`config.mk`:
```
export PLATFORM = sky130hd
export DESIGN_NAME = pid_conditional_antiwindup_unit
export DESIGN_NICKNAME = d
export VERILOG_FILES = /design/src/rtl/pidca_pkg.sv /design/src/rtl/pidca_mul.sv /design/src/rtl/pidca_div.sv /design/src/rtl/pid_conditional_antiwindup_unit.sv
export SDC_FILE = /design/constraint.sdc
export NUM_CORES = 2
export LEC_CHECK = 0
export BUFFER_PORTS_ARGS = -buffer_cell sky130_fd_sc_hd__buf_2
export CORE_MARGIN = 2
export CORE_UTILIZATION = 60
export DETAILED_ROUTE_END_ITERATION = 12
export PLACE_DENSITY_LB_ADDON = 0.05
export SYNTH_ARGS = -nofsm -noshare
export SYNTH_HDL_FRONTEND = slang
export SYNTH_SLANG_ARGS = --single-unit
```
`constraint.sdc`:
```
create_clock -name clock -period 13.8 [get_ports clock]
set_input_delay 0.69 -clock clock [delete_from_list [all_inputs] [get_ports clock]]
set_output_delay 0.69 -clock clock [all_outputs]
set_load 0.005 [all_outputs]
```
`src/rtl/pidca_pkg.sv`:
```
// Package for the PID controller with conditional-integration anti-windup
// Holds shared widths, saturation bounds, opcode, status and register codes
// No dependencies
package pidca_pkg;

   // default data format
   localparam int DEFAULT_DATA_WIDTH = 32;
   localparam int DEFAULT_FRAC_BITS  = 16;

   // fixed field widths
   localparam int GAIN_WIDTH     = 24;
   localparam int STEP_WIDTH     = 24;
   localparam int ACC_WIDTH      = 48;
   localparam int VAL_WIDTH      = 64;
   localparam int CSR_IDX_WIDTH  = 3;
   localparam int STATUS_WIDTH   = 2;

   // saturation bound of every multiplier product and output sum
   localparam logic [VAL_WIDTH-1:0] SAT_MAG = 64'h3FFF_FFFF_FFFF_FFFF;
   // width of a saturated magnitude
   localparam int MAG_WIDTH = 62;

   // integral bounds
   localparam logic signed [VAL_WIDTH-1:0] ACC_MAX = 64'sh0000_7FFF_FFFF_FFFF;
   localparam logic signed [VAL_WIDTH-1:0] ACC_MIN = -64'sh0000_8000_0000_0000;

   typedef enum logic {
      OP_STEP  = 1'b0,
      OP_CLEAR = 1'b1
   } opcode_type;

   typedef enum logic [STATUS_WIDTH-1:0] {
      STATUS_NORMAL  = 2'd0,
      STATUS_PRIMED  = 2'd1,
      STATUS_ZERO_DT = 2'd2,
      STATUS_CLEARED = 2'd3
   } status_type;

   typedef enum logic [CSR_IDX_WIDTH-1:0] {
      CSR_GAIN_P     = 3'd0,
      CSR_GAIN_I     = 3'd1,
      CSR_GAIN_D     = 3'd2,
      CSR_LIMIT_LOW  = 3'd3,
      CSR_LIMIT_HIGH = 3'd4
   } csr_index_type;

endpackage

```
`src/rtl/pidca_mul.sv`:
```
// Bit-serial shift-add multiplier on unsigned magnitudes
// One multiplier bit per cycle; depends on pidca_pkg
module pidca_mul #(
   parameter int XW = pidca_pkg::DEFAULT_DATA_WIDTH + 1
) (
   input  logic                                   clock,
   input  logic                                   reset,
   input  logic                                   start,
   input  logic [XW-1:0]                          a_mag,
   input  logic [pidca_pkg::GAIN_WIDTH-1:0]       b_mag,
   output logic                                   done,
   output logic [XW+pidca_pkg::GAIN_WIDTH-1:0]    product
);

   localparam int BW = pidca_pkg::GAIN_WIDTH;
   localparam int PW = XW + BW;
   localparam int CW = $clog2(BW);

   logic [PW-1:0] prod_ff, prod_in;
   logic [XW-1:0] a_ff, a_in;
   logic [CW-1:0] cnt_ff, cnt_in;
   logic          busy_ff, busy_in;
   logic          done_ff, done_in;
   logic [XW:0]   sum;

   // add the multiplicand into the upper half when the low bit is set
   always_comb begin
      sum      = {1'b0, prod_ff[PW-1:BW]} + (prod_ff[0] ? {1'b0, a_ff} : '0);
      prod_in  = prod_ff;
      a_in     = a_ff;
      cnt_in   = cnt_ff;
      busy_in  = busy_ff;
      done_in  = 1'b0;
      if (start) begin
         prod_in = {{XW{1'b0}}, b_mag};
         a_in    = a_mag;
         cnt_in  = '0;
         busy_in = 1'b1;
      end else if (busy_ff) begin
         prod_in = {sum, prod_ff[BW-1:1]};
         cnt_in  = cnt_ff + 1'b1;
         if (cnt_ff == CW'(BW - 1)) begin
            busy_in = 1'b0;
            done_in = 1'b1;
         end
      end
   end

   always_ff @(posedge clock) begin
      prod_ff <= prod_in;
      a_ff    <= a_in;
      cnt_ff  <= cnt_in;
      if (reset) begin
         busy_ff <= 1'b0;
         done_ff <= 1'b0;
      end else begin
         busy_ff <= busy_in;
         done_ff <= done_in;
      end
   end

   assign done    = done_ff;
   assign product = prod_ff;

endmodule

```
`src/rtl/pidca_div.sv`:
```
// Bit-serial restoring divider on unsigned magnitudes
// One quotient bit per cycle; depends on pidca_pkg
module pidca_div (
   input  logic                                  clock,
   input  logic                                  reset,
   input  logic                                  start,
   input  logic [pidca_pkg::MAG_WIDTH-1:0]       dividend,
   input  logic [pidca_pkg::STEP_WIDTH-1:0]      divisor,
   output logic                                  done,
   output logic [pidca_pkg::MAG_WIDTH-1:0]       quotient
);

   localparam int NW = pidca_pkg::MAG_WIDTH;
   localparam int DW = pidca_pkg::STEP_WIDTH;
   localparam int CW = $clog2(NW);

   logic [NW-1:0] quo_ff, quo_in;
   logic [DW-1:0] rem_ff, rem_in;
   logic [DW-1:0] dv_ff, dv_in;
   logic [CW-1:0] cnt_ff, cnt_in;
   logic          busy_ff, busy_in;
   logic          done_ff, done_in;
   logic [DW:0]   trial;
   logic [DW:0]   diff;

   // shift one dividend bit into the remainder and try the subtract
   always_comb begin
      trial   = {rem_ff, quo_ff[NW-1]};
      diff    = trial - {1'b0, dv_ff};
      quo_in  = quo_ff;
      rem_in  = rem_ff;
      dv_in   = dv_ff;
      cnt_in  = cnt_ff;
      busy_in = busy_ff;
      done_in = 1'b0;
      if (start) begin
         quo_in  = dividend;
         rem_in  = '0;
         dv_in   = divisor;
         cnt_in  = '0;
         busy_in = 1'b1;
      end else if (busy_ff) begin
         if (!diff[DW]) begin
            rem_in = diff[DW-1:0];
            quo_in = {quo_ff[NW-2:0], 1'b1};
         end else begin
            rem_in = trial[DW-1:0];
            quo_in = {quo_ff[NW-2:0], 1'b0};
         end
         cnt_in = cnt_ff + 1'b1;
         if (cnt_ff == CW'(NW - 1)) begin
            busy_in = 1'b0;
            done_in = 1'b1;
         end
      end
   end

   always_ff @(posedge clock) begin
      quo_ff <= quo_in;
      rem_ff <= rem_in;
      dv_ff  <= dv_in;
      cnt_ff <= cnt_in;
      if (reset) begin
         busy_ff <= 1'b0;
         done_ff <= 1'b0;
      end else begin
         busy_ff <= busy_in;
         done_ff <= done_in;
      end
   end

   assign done     = done_ff;
   assign quotient = quo_ff;

endmodule

```
`src/rtl/pid_conditional_antiwindup_unit.sv`:
```
// PID step with conditional-integration anti-windup; primed, zero-step and clear
// items give their result from the decode state once the output is free. A full step
// runs seven serial multiplies (each a load, the 24-bit multiplier, a hand-off),
// a serial divide (62-bit quotient) and decode, two sums and the clamp. The next
// item is taken in the cycle after a result is loaded; a waiting result holds the
// next item in decode, or a full step in its done state.
// Synchronous reset clears gains, sets full-range limits, zeroes the integral and
// last error and arms the first-step prime. Depends on pidca_pkg, pidca_mul, pidca_div
module pid_conditional_antiwindup_unit #(
   parameter int DATA_WIDTH = pidca_pkg::DEFAULT_DATA_WIDTH,
   parameter int FRAC_BITS  = pidca_pkg::DEFAULT_FRAC_BITS
) (
   input  logic clock,
   input  logic reset,
   // item in
   input  logic                                        req_tvalid,
   output logic                                        req_tready,
   // error_in, time_step
   input  logic [((DATA_WIDTH+pidca_pkg::STEP_WIDTH+7)/8)*8-1:0] req_tdata,
   // opcode
   input  logic                                        req_tuser,
   // result out
   output logic                                        rsp_tvalid,
   input  logic                                        rsp_tready,
   // drive
   output logic [((DATA_WIDTH+7)/8)*8-1:0]             rsp_tdata,
   // status
   output logic [pidca_pkg::STATUS_WIDTH-1:0]          rsp_tuser,
   // register writes
   input  logic                                        csr_valid,
   output logic                                        csr_ready,
   input  logic [pidca_pkg::CSR_IDX_WIDTH-1:0]         csr_index,
   input  logic [((DATA_WIDTH > pidca_pkg::GAIN_WIDTH) ?
                  DATA_WIDTH : pidca_pkg::GAIN_WIDTH)-1:0] csr_data
);

   localparam int GW  = pidca_pkg::GAIN_WIDTH;
   localparam int SW  = pidca_pkg::STEP_WIDTH;
   localparam int AW  = pidca_pkg::ACC_WIDTH;
   localparam int VW  = pidca_pkg::VAL_WIDTH;
   localparam int MW  = pidca_pkg::MAG_WIDTH;
   localparam int HW  = AW - FRAC_BITS;
   localparam int XW0 = (DATA_WIDTH + 1 > HW) ? DATA_WIDTH + 1 : HW;
   localparam int XW  = (XW0 > FRAC_BITS) ? XW0 : FRAC_BITS;
   localparam int PW  = XW + GW;
   localparam int PWX = (PW > VW) ? PW : VW;
   localparam int RDW = ((DATA_WIDTH + 7) / 8) * 8;

   typedef enum logic [3:0] {
      ST_IDLE, ST_DECODE, ST_P, ST_IA, ST_IB, ST_DM, ST_DD, ST_Y1,
      ST_INC, ST_I2A, ST_I2B, ST_Y2, ST_DONE
   } state_type;

   // saturate a signed value to the intermediate bound
   function automatic logic signed [VW-1:0] sat_val(input logic signed [VW-1:0] x);
      logic signed [VW-1:0] r;
      r = x;
      if (x > $signed(pidca_pkg::SAT_MAG))
         r = $signed(pidca_pkg::SAT_MAG);
      else if (x < -$signed(pidca_pkg::SAT_MAG))
         r = -$signed(pidca_pkg::SAT_MAG);
      return r;
   endfunction

   state_type                   state_ff, state_in;
   logic                        go_ff, go_in;
   pidca_pkg::opcode_type       op_ff, op_in;
   logic signed [DATA_WIDTH-1:0] err_ff, err_in;
   logic [SW-1:0]               dt_ff, dt_in;
   logic signed [GW-1:0]        gp_ff, gp_in, gi_ff, gi_in, gd_ff, gd_in;
   logic signed [DATA_WIDTH-1:0] ll_ff, ll_in, lh_ff, lh_in;
   logic signed [AW-1:0]        acc_ff, acc_in;
   logic signed [DATA_WIDTH-1:0] last_ff, last_in;
   logic                        await_ff, await_in;
   logic signed [VW-1:0]        p_ff, p_in, ia_ff, ia_in, iv_ff, iv_in, dv_ff, dv_in;
   logic signed [VW-1:0]        y_ff, y_in;
   logic [MW-1:0]               dmag_ff, dmag_in;
   logic                        dneg_ff, dneg_in;
   logic                        integ_ff, integ_in;
   logic                        rsp_valid_ff, rsp_valid_in;
   logic signed [DATA_WIDTH-1:0] drive_ff, drive_in;
   pidca_pkg::status_type       status_ff, status_in;

   logic                        out_free;
   logic [XW-1:0]               mul_a;
   logic [GW-1:0]               mul_b;
   logic                        mul_neg;
   logic                        mul_start, mul_done;
   logic [PW-1:0]               mul_prod;
   logic [PWX-1:0]              prod_ext;
   logic [VW-1:0]               mag_sat;
   logic signed [VW-1:0]        mul_val;
   logic                        div_start, div_done;
   logic [MW-1:0]               div_quo;
   logic signed [HW-1:0]        acc_hi;
   logic signed [DATA_WIDTH:0]  err_diff;
   logic signed [VW-1:0]        y_sum, acc_sum, ll_ext, lh_ext;
   logic [GW-1:0]               gp_mag, gi_mag, gd_mag;
   logic [DATA_WIDTH-1:0]       err_mag;

   // operand magnitudes
   assign acc_hi   = acc_ff[AW-1:FRAC_BITS];
   assign err_diff = {err_ff[DATA_WIDTH-1], err_ff} - {last_ff[DATA_WIDTH-1], last_ff};
   assign gp_mag   = gp_ff[GW-1] ? GW'(-gp_ff) : GW'(gp_ff);
   assign gi_mag   = gi_ff[GW-1] ? GW'(-gi_ff) : GW'(gi_ff);
   assign gd_mag   = gd_ff[GW-1] ? GW'(-gd_ff) : GW'(gd_ff);
   assign err_mag  = err_ff[DATA_WIDTH-1] ? DATA_WIDTH'(-err_ff) : DATA_WIDTH'(err_ff);
   assign ll_ext   = VW'(ll_ff);
   assign lh_ext   = VW'(lh_ff);

   // multiplier operand select by step
   always_comb begin
      mul_a   = '0;
      mul_b   = '0;
      mul_neg = 1'b0;
      case (state_ff)
         ST_P: begin
            mul_a   = XW'(err_mag);
            mul_b   = gp_mag;
            mul_neg = err_ff[DATA_WIDTH-1] ^ gp_ff[GW-1];
         end
         ST_IA, ST_I2A: begin
            mul_a   = acc_hi[HW-1] ? XW'(HW'(-acc_hi)) : XW'(HW'(acc_hi));
            mul_b   = gi_mag;
            mul_neg = acc_hi[HW-1] ^ gi_ff[GW-1];
         end
         ST_IB, ST_I2B: begin
            mul_a   = XW'(acc_ff[FRAC_BITS-1:0]);
            mul_b   = gi_mag;
            mul_neg = gi_ff[GW-1];
         end
         ST_DM: begin
            mul_a   = err_diff[DATA_WIDTH] ? XW'((DATA_WIDTH+1)'(-err_diff))
                                           : XW'((DATA_WIDTH+1)'(err_diff));
            mul_b   = gd_mag;
            mul_neg = err_diff[DATA_WIDTH] ^ gd_ff[GW-1];
         end
         ST_INC: begin
            mul_a   = XW'(err_mag);
            mul_b   = dt_ff;
            mul_neg = err_ff[DATA_WIDTH-1];
         end
         default: begin
            mul_a   = '0;
         end
      endcase
   end

   assign mul_start = go_ff && (state_ff != ST_DD);
   assign div_start = go_ff && (state_ff == ST_DD);

   pidca_mul #(.XW(XW)) u_mul (
      .clock   (clock),
      .reset   (reset),
      .start   (mul_start),
      .a_mag   (mul_a),
      .b_mag   (mul_b),
      .done    (mul_done),
      .product (mul_prod)
   );

   pidca_div u_div (
      .clock    (clock),
      .reset    (reset),
      .start    (div_start),
      .dividend (dmag_ff),
      .divisor  (dt_ff),
      .done     (div_done),
      .quotient (div_quo)
   );

   // saturate the product magnitude and apply the sign
   assign prod_ext = PWX'(mul_prod);
   assign mag_sat  = (prod_ext > PWX'(pidca_pkg::SAT_MAG)) ? pidca_pkg::SAT_MAG
                                                           : prod_ext[VW-1:0];
   assign mul_val  = mul_neg ? -$signed(mag_sat) : $signed(mag_sat);

   assign y_sum   = sat_val(sat_val(p_ff + iv_ff) + dv_ff);
   assign acc_sum = VW'(acc_ff) + (mul_val >>> FRAC_BITS);
   assign out_free = !rsp_valid_ff || rsp_tready;

   // sequencer next state
   always_comb begin
      state_in     = state_ff;
      go_in        = 1'b0;
      op_in        = op_ff;
      err_in       = err_ff;
      dt_in        = dt_ff;
      gp_in        = gp_ff;
      gi_in        = gi_ff;
      gd_in        = gd_ff;
      ll_in        = ll_ff;
      lh_in        = lh_ff;
      acc_in       = acc_ff;
      last_in      = last_ff;
      await_in     = await_ff;
      p_in         = p_ff;
      ia_in        = ia_ff;
      iv_in        = iv_ff;
      dv_in        = dv_ff;
      y_in         = y_ff;
      dmag_in      = dmag_ff;
      dneg_in      = dneg_ff;
      integ_in     = integ_ff;
      drive_in     = drive_ff;
      status_in    = status_ff;
      rsp_valid_in = rsp_valid_ff && !rsp_tready;

      // register writes
      if (csr_valid) begin
         case (pidca_pkg::csr_index_type'(csr_index))
            pidca_pkg::CSR_GAIN_P:     gp_in = csr_data[GW-1:0];
            pidca_pkg::CSR_GAIN_I:     gi_in = csr_data[GW-1:0];
            pidca_pkg::CSR_GAIN_D:     gd_in = csr_data[GW-1:0];
            pidca_pkg::CSR_LIMIT_LOW:  ll_in = csr_data[DATA_WIDTH-1:0];
            pidca_pkg::CSR_LIMIT_HIGH: lh_in = csr_data[DATA_WIDTH-1:0];
            default: ;
         endcase
      end

      case (state_ff)
         ST_IDLE: begin
            if (req_tvalid) begin
               op_in    = pidca_pkg::opcode_type'(req_tuser);
               err_in   = req_tdata[DATA_WIDTH-1:0];
               dt_in    = req_tdata[DATA_WIDTH+SW-1:DATA_WIDTH];
               state_in = ST_DECODE;
            end
         end
         ST_DECODE: begin
            if (op_ff == pidca_pkg::OP_CLEAR) begin
               if (out_free) begin
                  acc_in       = '0;
                  last_in      = '0;
                  await_in     = 1'b1;
                  drive_in     = '0;
                  status_in    = pidca_pkg::STATUS_CLEARED;
                  rsp_valid_in = 1'b1;
                  state_in     = ST_IDLE;
               end
            end else if (await_ff) begin
               if (out_free) begin
                  last_in      = err_ff;
                  await_in     = 1'b0;
                  drive_in     = '0;
                  status_in    = pidca_pkg::STATUS_PRIMED;
                  rsp_valid_in = 1'b1;
                  state_in     = ST_IDLE;
               end
            end else if (dt_ff == '0) begin
               if (out_free) begin
                  drive_in     = '0;
                  status_in    = pidca_pkg::STATUS_ZERO_DT;
                  rsp_valid_in = 1'b1;
                  state_in     = ST_IDLE;
               end
            end else begin
               state_in = ST_P;
               go_in    = 1'b1;
            end
         end
         ST_P: begin
            if (mul_done) begin
               p_in     = mul_val >>> FRAC_BITS;
               state_in = ST_IA;
               go_in    = 1'b1;
            end
         end
         ST_IA, ST_I2A: begin
            if (mul_done) begin
               ia_in    = mul_val;
               state_in = (state_ff == ST_IA) ? ST_IB : ST_I2B;
               go_in    = 1'b1;
            end
         end
         ST_IB, ST_I2B: begin
            if (mul_done) begin
               iv_in    = sat_val(ia_ff + (mul_val >>> FRAC_BITS));
               state_in = (state_ff == ST_IB) ? ST_DM : ST_Y2;
               go_in    = (state_ff == ST_IB);
            end
         end
         ST_DM: begin
            if (mul_done) begin
               dmag_in  = mag_sat[MW-1:0];
               dneg_in  = mul_neg;
               state_in = ST_DD;
               go_in    = 1'b1;
            end
         end
         ST_DD: begin
            if (div_done) begin
               dv_in    = dneg_ff ? -$signed(VW'(div_quo)) : $signed(VW'(div_quo));
               state_in = ST_Y1;
            end
         end
         // skip integration when saturated in the direction the error pushes
         ST_Y1: begin
            integ_in = 1'b1;
            if (y_sum > lh_ext)
               integ_in = err_ff[DATA_WIDTH-1];
            else if (y_sum < ll_ext)
               integ_in = !err_ff[DATA_WIDTH-1] && (err_ff != '0);
            state_in = ST_INC;
            go_in    = 1'b1;
         end
         ST_INC: begin
            if (mul_done) begin
               if (integ_ff) begin
                  if (acc_sum > pidca_pkg::ACC_MAX)
                     acc_in = AW'(pidca_pkg::ACC_MAX);
                  else if (acc_sum < pidca_pkg::ACC_MIN)
                     acc_in = AW'(pidca_pkg::ACC_MIN);
                  else
                     acc_in = acc_sum[AW-1:0];
               end
               last_in  = err_ff;
               state_in = ST_I2A;
               go_in    = 1'b1;
            end
         end
         ST_Y2: begin
            y_in     = y_sum;
            state_in = ST_DONE;
         end
         // clamp to the limits, high limit first
         ST_DONE: begin
            if (out_free) begin
               if (y_ff > lh_ext)
                  drive_in = lh_ff;
               else if (y_ff < ll_ext)
                  drive_in = ll_ff;
               else
                  drive_in = y_ff[DATA_WIDTH-1:0];
               status_in    = pidca_pkg::STATUS_NORMAL;
               rsp_valid_in = 1'b1;
               state_in     = ST_IDLE;
            end
         end
         default: state_in = ST_IDLE;
      endcase
   end

   always_ff @(posedge clock) begin
      op_ff     <= op_in;
      err_ff    <= err_in;
      dt_ff     <= dt_in;
      p_ff      <= p_in;
      ia_ff     <= ia_in;
      iv_ff     <= iv_in;
      dv_ff     <= dv_in;
      y_ff      <= y_in;
      dmag_ff   <= dmag_in;
      dneg_ff   <= dneg_in;
      integ_ff  <= integ_in;
      drive_ff  <= drive_in;
      status_ff <= status_in;
      if (reset) begin
         state_ff     <= ST_IDLE;
         go_ff        <= 1'b0;
         gp_ff        <= '0;
         gi_ff        <= '0;
         gd_ff        <= '0;
         ll_ff        <= {1'b1, {(DATA_WIDTH-1){1'b0}}};
         lh_ff        <= {1'b0, {(DATA_WIDTH-1){1'b1}}};
         acc_ff       <= '0;
         last_ff      <= '0;
         await_ff     <= 1'b1;
         rsp_valid_ff <= 1'b0;
      end else begin
         state_ff     <= state_in;
         go_ff        <= go_in;
         gp_ff        <= gp_in;
         gi_ff        <= gi_in;
         gd_ff        <= gd_in;
         ll_ff        <= ll_in;
         lh_ff        <= lh_in;
         acc_ff       <= acc_in;
         last_ff      <= last_in;
         await_ff     <= await_in;
         rsp_valid_ff <= rsp_valid_in;
      end
   end

   assign req_tready = (state_ff == ST_IDLE);
   assign csr_ready  = 1'b1;
   assign rsp_tvalid = rsp_valid_ff;
   assign rsp_tdata  = RDW'($unsigned(drive_ff));
   assign rsp_tuser  = status_ff;

   // multiplier finishes only inside a multiply step
   assert property (@(posedge clock) disable iff (reset)
      mul_done |-> (state_ff == ST_P || state_ff == ST_IA || state_ff == ST_IB ||
                    state_ff == ST_DM || state_ff == ST_INC || state_ff == ST_I2A ||
                    state_ff == ST_I2B))
      else $error("multiplier done outside a multiply step");

   // divider finishes only in the derivative divide step
   assert property (@(posedge clock) disable iff (reset)
      div_done |-> (state_ff == ST_DD))
      else $error("divider done outside the divide step");

   // every non-normal result carries a zero drive
   assert property (@(posedge clock) disable iff (reset)
      (rsp_valid_ff && status_ff != pidca_pkg::STATUS_NORMAL) |-> (drive_ff == '0))
      else $error("special result with nonzero drive");

   // a clear item re-arms the first-step prime and empties the integral
   assert property (@(posedge clock) disable iff (reset)
      (state_ff == ST_DECODE && op_ff == pidca_pkg::OP_CLEAR && out_free)
      |=> (await_ff && acc_ff == '0))
      else $error("clear did not reset controller state");

endmodule
```
==> key figures <==
Detailed routing
  • DR WL/cell: 22.2 microns
  • # DRC: 0
  • DR vias: 53700
  • Iteration count of the initial detailed-routing pass: 6
  • Routed wire length: 188000 microns
  • Antenna Violating Nets Remaining: 0
  • Initial DRC count: 5460
  • Via density: 6.34

Setup path
  • CP endpoint kind: flop
  • Crit Reg-Reg Endpoint: integ_ff$_DFFE_PP_
  • Crit Path Category: flop to flop
  • CP max stage cell: ha_2
  • Crit-path most repeated cell: a21oi_1
  • Arrival @ worst endpoint: 13.31 ns
  • CP startpoint kind: flop
  • Required @ worst endpoint: 14.26 ns
  • Worst-path fanout max: 34
  • Largest stage delay on the critical path: 0.52 ns
  • Start of the worst register-to-register path: p_ff[0]$_DFFE_PP_
  • R2R Setup Slk: 0.94 ns
  • R2R cell count: 57

Die
  • Core area: 104000 sq um
  • Site Rows: 118
  • Die Area: 107000 sq um
  • Initial Util: 60.6%
  • Die Ht: 328 microns
  • Die X: 328 microns
  • Num ports: 134

Hold path
  • Worst Hold Class: input port to flop
  • Hold Path Sink: dt_ff[6]$_DFFE_PP_
  • Worst hold path depth: 1
  • Worst hold start: req_tdata[38]

Global route
  • Initial antenna violation count: 6
  • Gr busiest metal: met2
  • Grt ovf: 0
  • First-pass GRT wire length: 288000 microns
  • Overall Global Routing Usage: 34.1%
  • Largest net degree at the start of global routing: 99
  • Met1 Track Usage GR: 45.8%
  • Vias in the first global route: 50700
  • Met2 usage: 56.0%
  • Grt met3 use: 4.83%

Timing
  • RSZ-0062 raised after global routing: false
  • Number of setup violations in the final report: 0
  • Hold Violations, Final: 0
  • Worst Hold Slack: 0.148 ns
  • Fin crit share: 93.2%
  • Final min period: 12.86 ns
  • Slew Limit Headroom: 21.0%
  • Max Fclk: 77.8 MHz
  • Pin slew with the least headroom to its limit: 1.17 ns
  • Worst Skew: 0.0318 ns
  • Setup_tns: 0 ns
  • Fin. max-slew vios: 0

Yosys
  • Sequential area share after synthesis: 37.9%
  • Post-Syn Area: 62900 sq um
  • Average footprint of a synthesized cell: 9.06 sq um
  • Synth cell count leaders: nand2_1 (855), a21oi_1 (605), edfxtp_1 (597)
  • Warnings from Yosys: 0
  • Top FF cell, synth: edfxtp_1
  • Post-synth ARST share: 0%
  • Syn Inst Count: 6944
  • Number of distinct library cells after synthesis: 92
  • Count leader, synth: nand2_1
  • Largest area contributor in the netlist: edfxtp_1
  • EDFF count, synth: 597
  • Top cells by area, synth: edfxtp_1 (28%), ha_1 (12%), dfxtp_1 (9.4%)
  • Yosys top cell area share: 28.5%
  • Synth Net Count: 7642
  • Synth Register Bits: 892

Placement
  • Port Buf Inserts: 132
  • Routability Congestion: 0.979
  • DP HPWL: 143000 microns

Power and ir drop
  • Tot Pwr: 7.86 mW
  • Pwr per Cell Area: 114 nW/um^2
  • Worst vdd rail ir drop: 0.170 mV
  • Pleak: 28.3 nW

Clocking
  • H-tree lvl count: 3
  • CTS clock-pin slew for the worst setup and hold paths: 0.07 ns
  • CTS tree: built
  • Setup bufs post-CTS: 0
  • Clock sink total: 892
  • Skew-Pair Late Insertion Delay: 0.72 ns
  • Clock buffer depth: 3
  • CTS root buf: clkbuf_16
  • Cts bufs inserted: 100

Run status
  • Status: completed

Run
  • Number of max-cap violations: 0

Cells and area
  • Share of cells above drive strength 1: 7.24%
  • Layout Area Growth over Synthesis: 9.47%
  • Nets: 7700
per-layer routing:
metal	vias to the layer above	routed length [microns]
met5	-	0
met3	405	14500
met2	2016	87000
li1	25800	-
met1	25500	79300
met4	0	7060
where the power goes:
group / leakage [nW] / switching, mW / internal (mW)
registers: 7.84 / 0.168 / 2.99
clock network: 1.73 / 1.18 / 1.75
logic: 18.7 / 1.10 / 0.666
total: 28.3 / 2.45 / 5.41
final cells by class:
| class | instances | area (sq um) |
|---|---|---|
| diodes | 1 | 2.50 |
| clock buffers | 127 | 2730 |
| clock inverters | 62 | 880 |
| fillers | 8559 | 34900 |
| inverters | 259 | 972 |
| multi-input cells | 5495 | 37100 |
| flip-flops and latches | 892 | 23800 |
| well taps | 1380 | 1730 |
| repair buffers | 254 | 1600 |
per-stage QoR:
step	utilization, %	instances	setup slack, ns	instance area, sq um
final	66.3	8470	0.945	68900
after CTS	66.3	8469	0.437	68800
after global placement	62.8	8280	0.822	65200
after detailed placement	62.8	8280	0.489	65200
after floorplan	-	6944	2.58	62900
after global routing	66.3	8469	0.0454	68900
state kept, by name, summed over array words and instances, names as in the netlist, 5 cells and up:
name and cells:
ia_ff 64, p_ff 48, gd_ff 24, acc_ff 48, u_div.dv_ff 24, iv_ff 64, u_mul.a_ff 33, ll_ff 32
u_mul.cnt_ff 5, rsp_tdata 32, err_ff 32, u_div.cnt_ff 6, u_div.quotient 62, u_div.rem_ff 24, dmag_ff 57, last_ff 32
dt_ff 24, y_ff 64, lh_ff 32, u_mul.product 57, dv_ff 64, gp_ff 24, gi_ff 24
how the worst max path moves through the flow:
stage | from | end | slack [ns] | cells past startpoint
after floorplan | p_ff[21]$_DFFE_PP_ | integ_ff$_DFFE_PP_ | 2.58 | 53
after CTS | p_ff[0]$_DFFE_PP_ | integ_ff$_DFFE_PP_ | 0.44 | 56
after global placement | p_ff[0]$_DFFE_PP_ | integ_ff$_DFFE_PP_ | 0.82 | 55
after detailed placement | p_ff[0]$_DFFE_PP_ | integ_ff$_DFFE_PP_ | 0.49 | 56
after global routing | p_ff[0]$_DFFE_PP_ | integ_ff$_DFFE_PP_ | 0.05 | 54
final | p_ff[0]$_DFFE_PP_ | integ_ff$_DFFE_PP_ | 0.94 | 57
kinds of logic (layout without fill, tap and decap cells):
group                      Yosys count  in the layout  synth area share [%]
and+or+nand+nor                   2158           2158                  16.6
AOI/OAI and AO/OA                 2120           2120                  21.5
DFF                                892            892                  37.9
adders and majority gates          601            601                  12.0
buffers and inverters              557            702                  3.33
xor gates and xnor gates           554            554                  7.71
muxes                               61             61                 0.981
other                                1              2               0.00596
placed cells by master (no fill, tap or decap), types with 93 or more instances in the layout:
cell type  instances
a21o_1           288
a21oi_1          601
buf_2            131
buf_4            121
clkbuf_16        104
dfxtp_1          294
edfxtp_1         597
ha_1             592
inv_1            254
nand2_1          855
nand3_1          137
nand4_1          130
nor2_1           377
nor2b_1           93
nor3_1            94
o21ai_0          493
xnor2_1          359
xor2_1           194
critical path: cells and delay by family (launching register included):
family	cells	cell delay (ns)
xor gates and xnor gates	3	0.50
AOI/OAI and AO/OA	19	4.31
DFF	1	0.33
buffers and inverters	5	0.93
muxes	1	0.36
and+or+nand+nor	22	3.84
adders and majority gates	7	2.28
what timing repair did:
action | CTS | global route
setup endpoints to repair | 0 | 1
gates resized for setup | 0 | 8
hold buffers | 0 | 0
(Power assumes the default switching activity.)
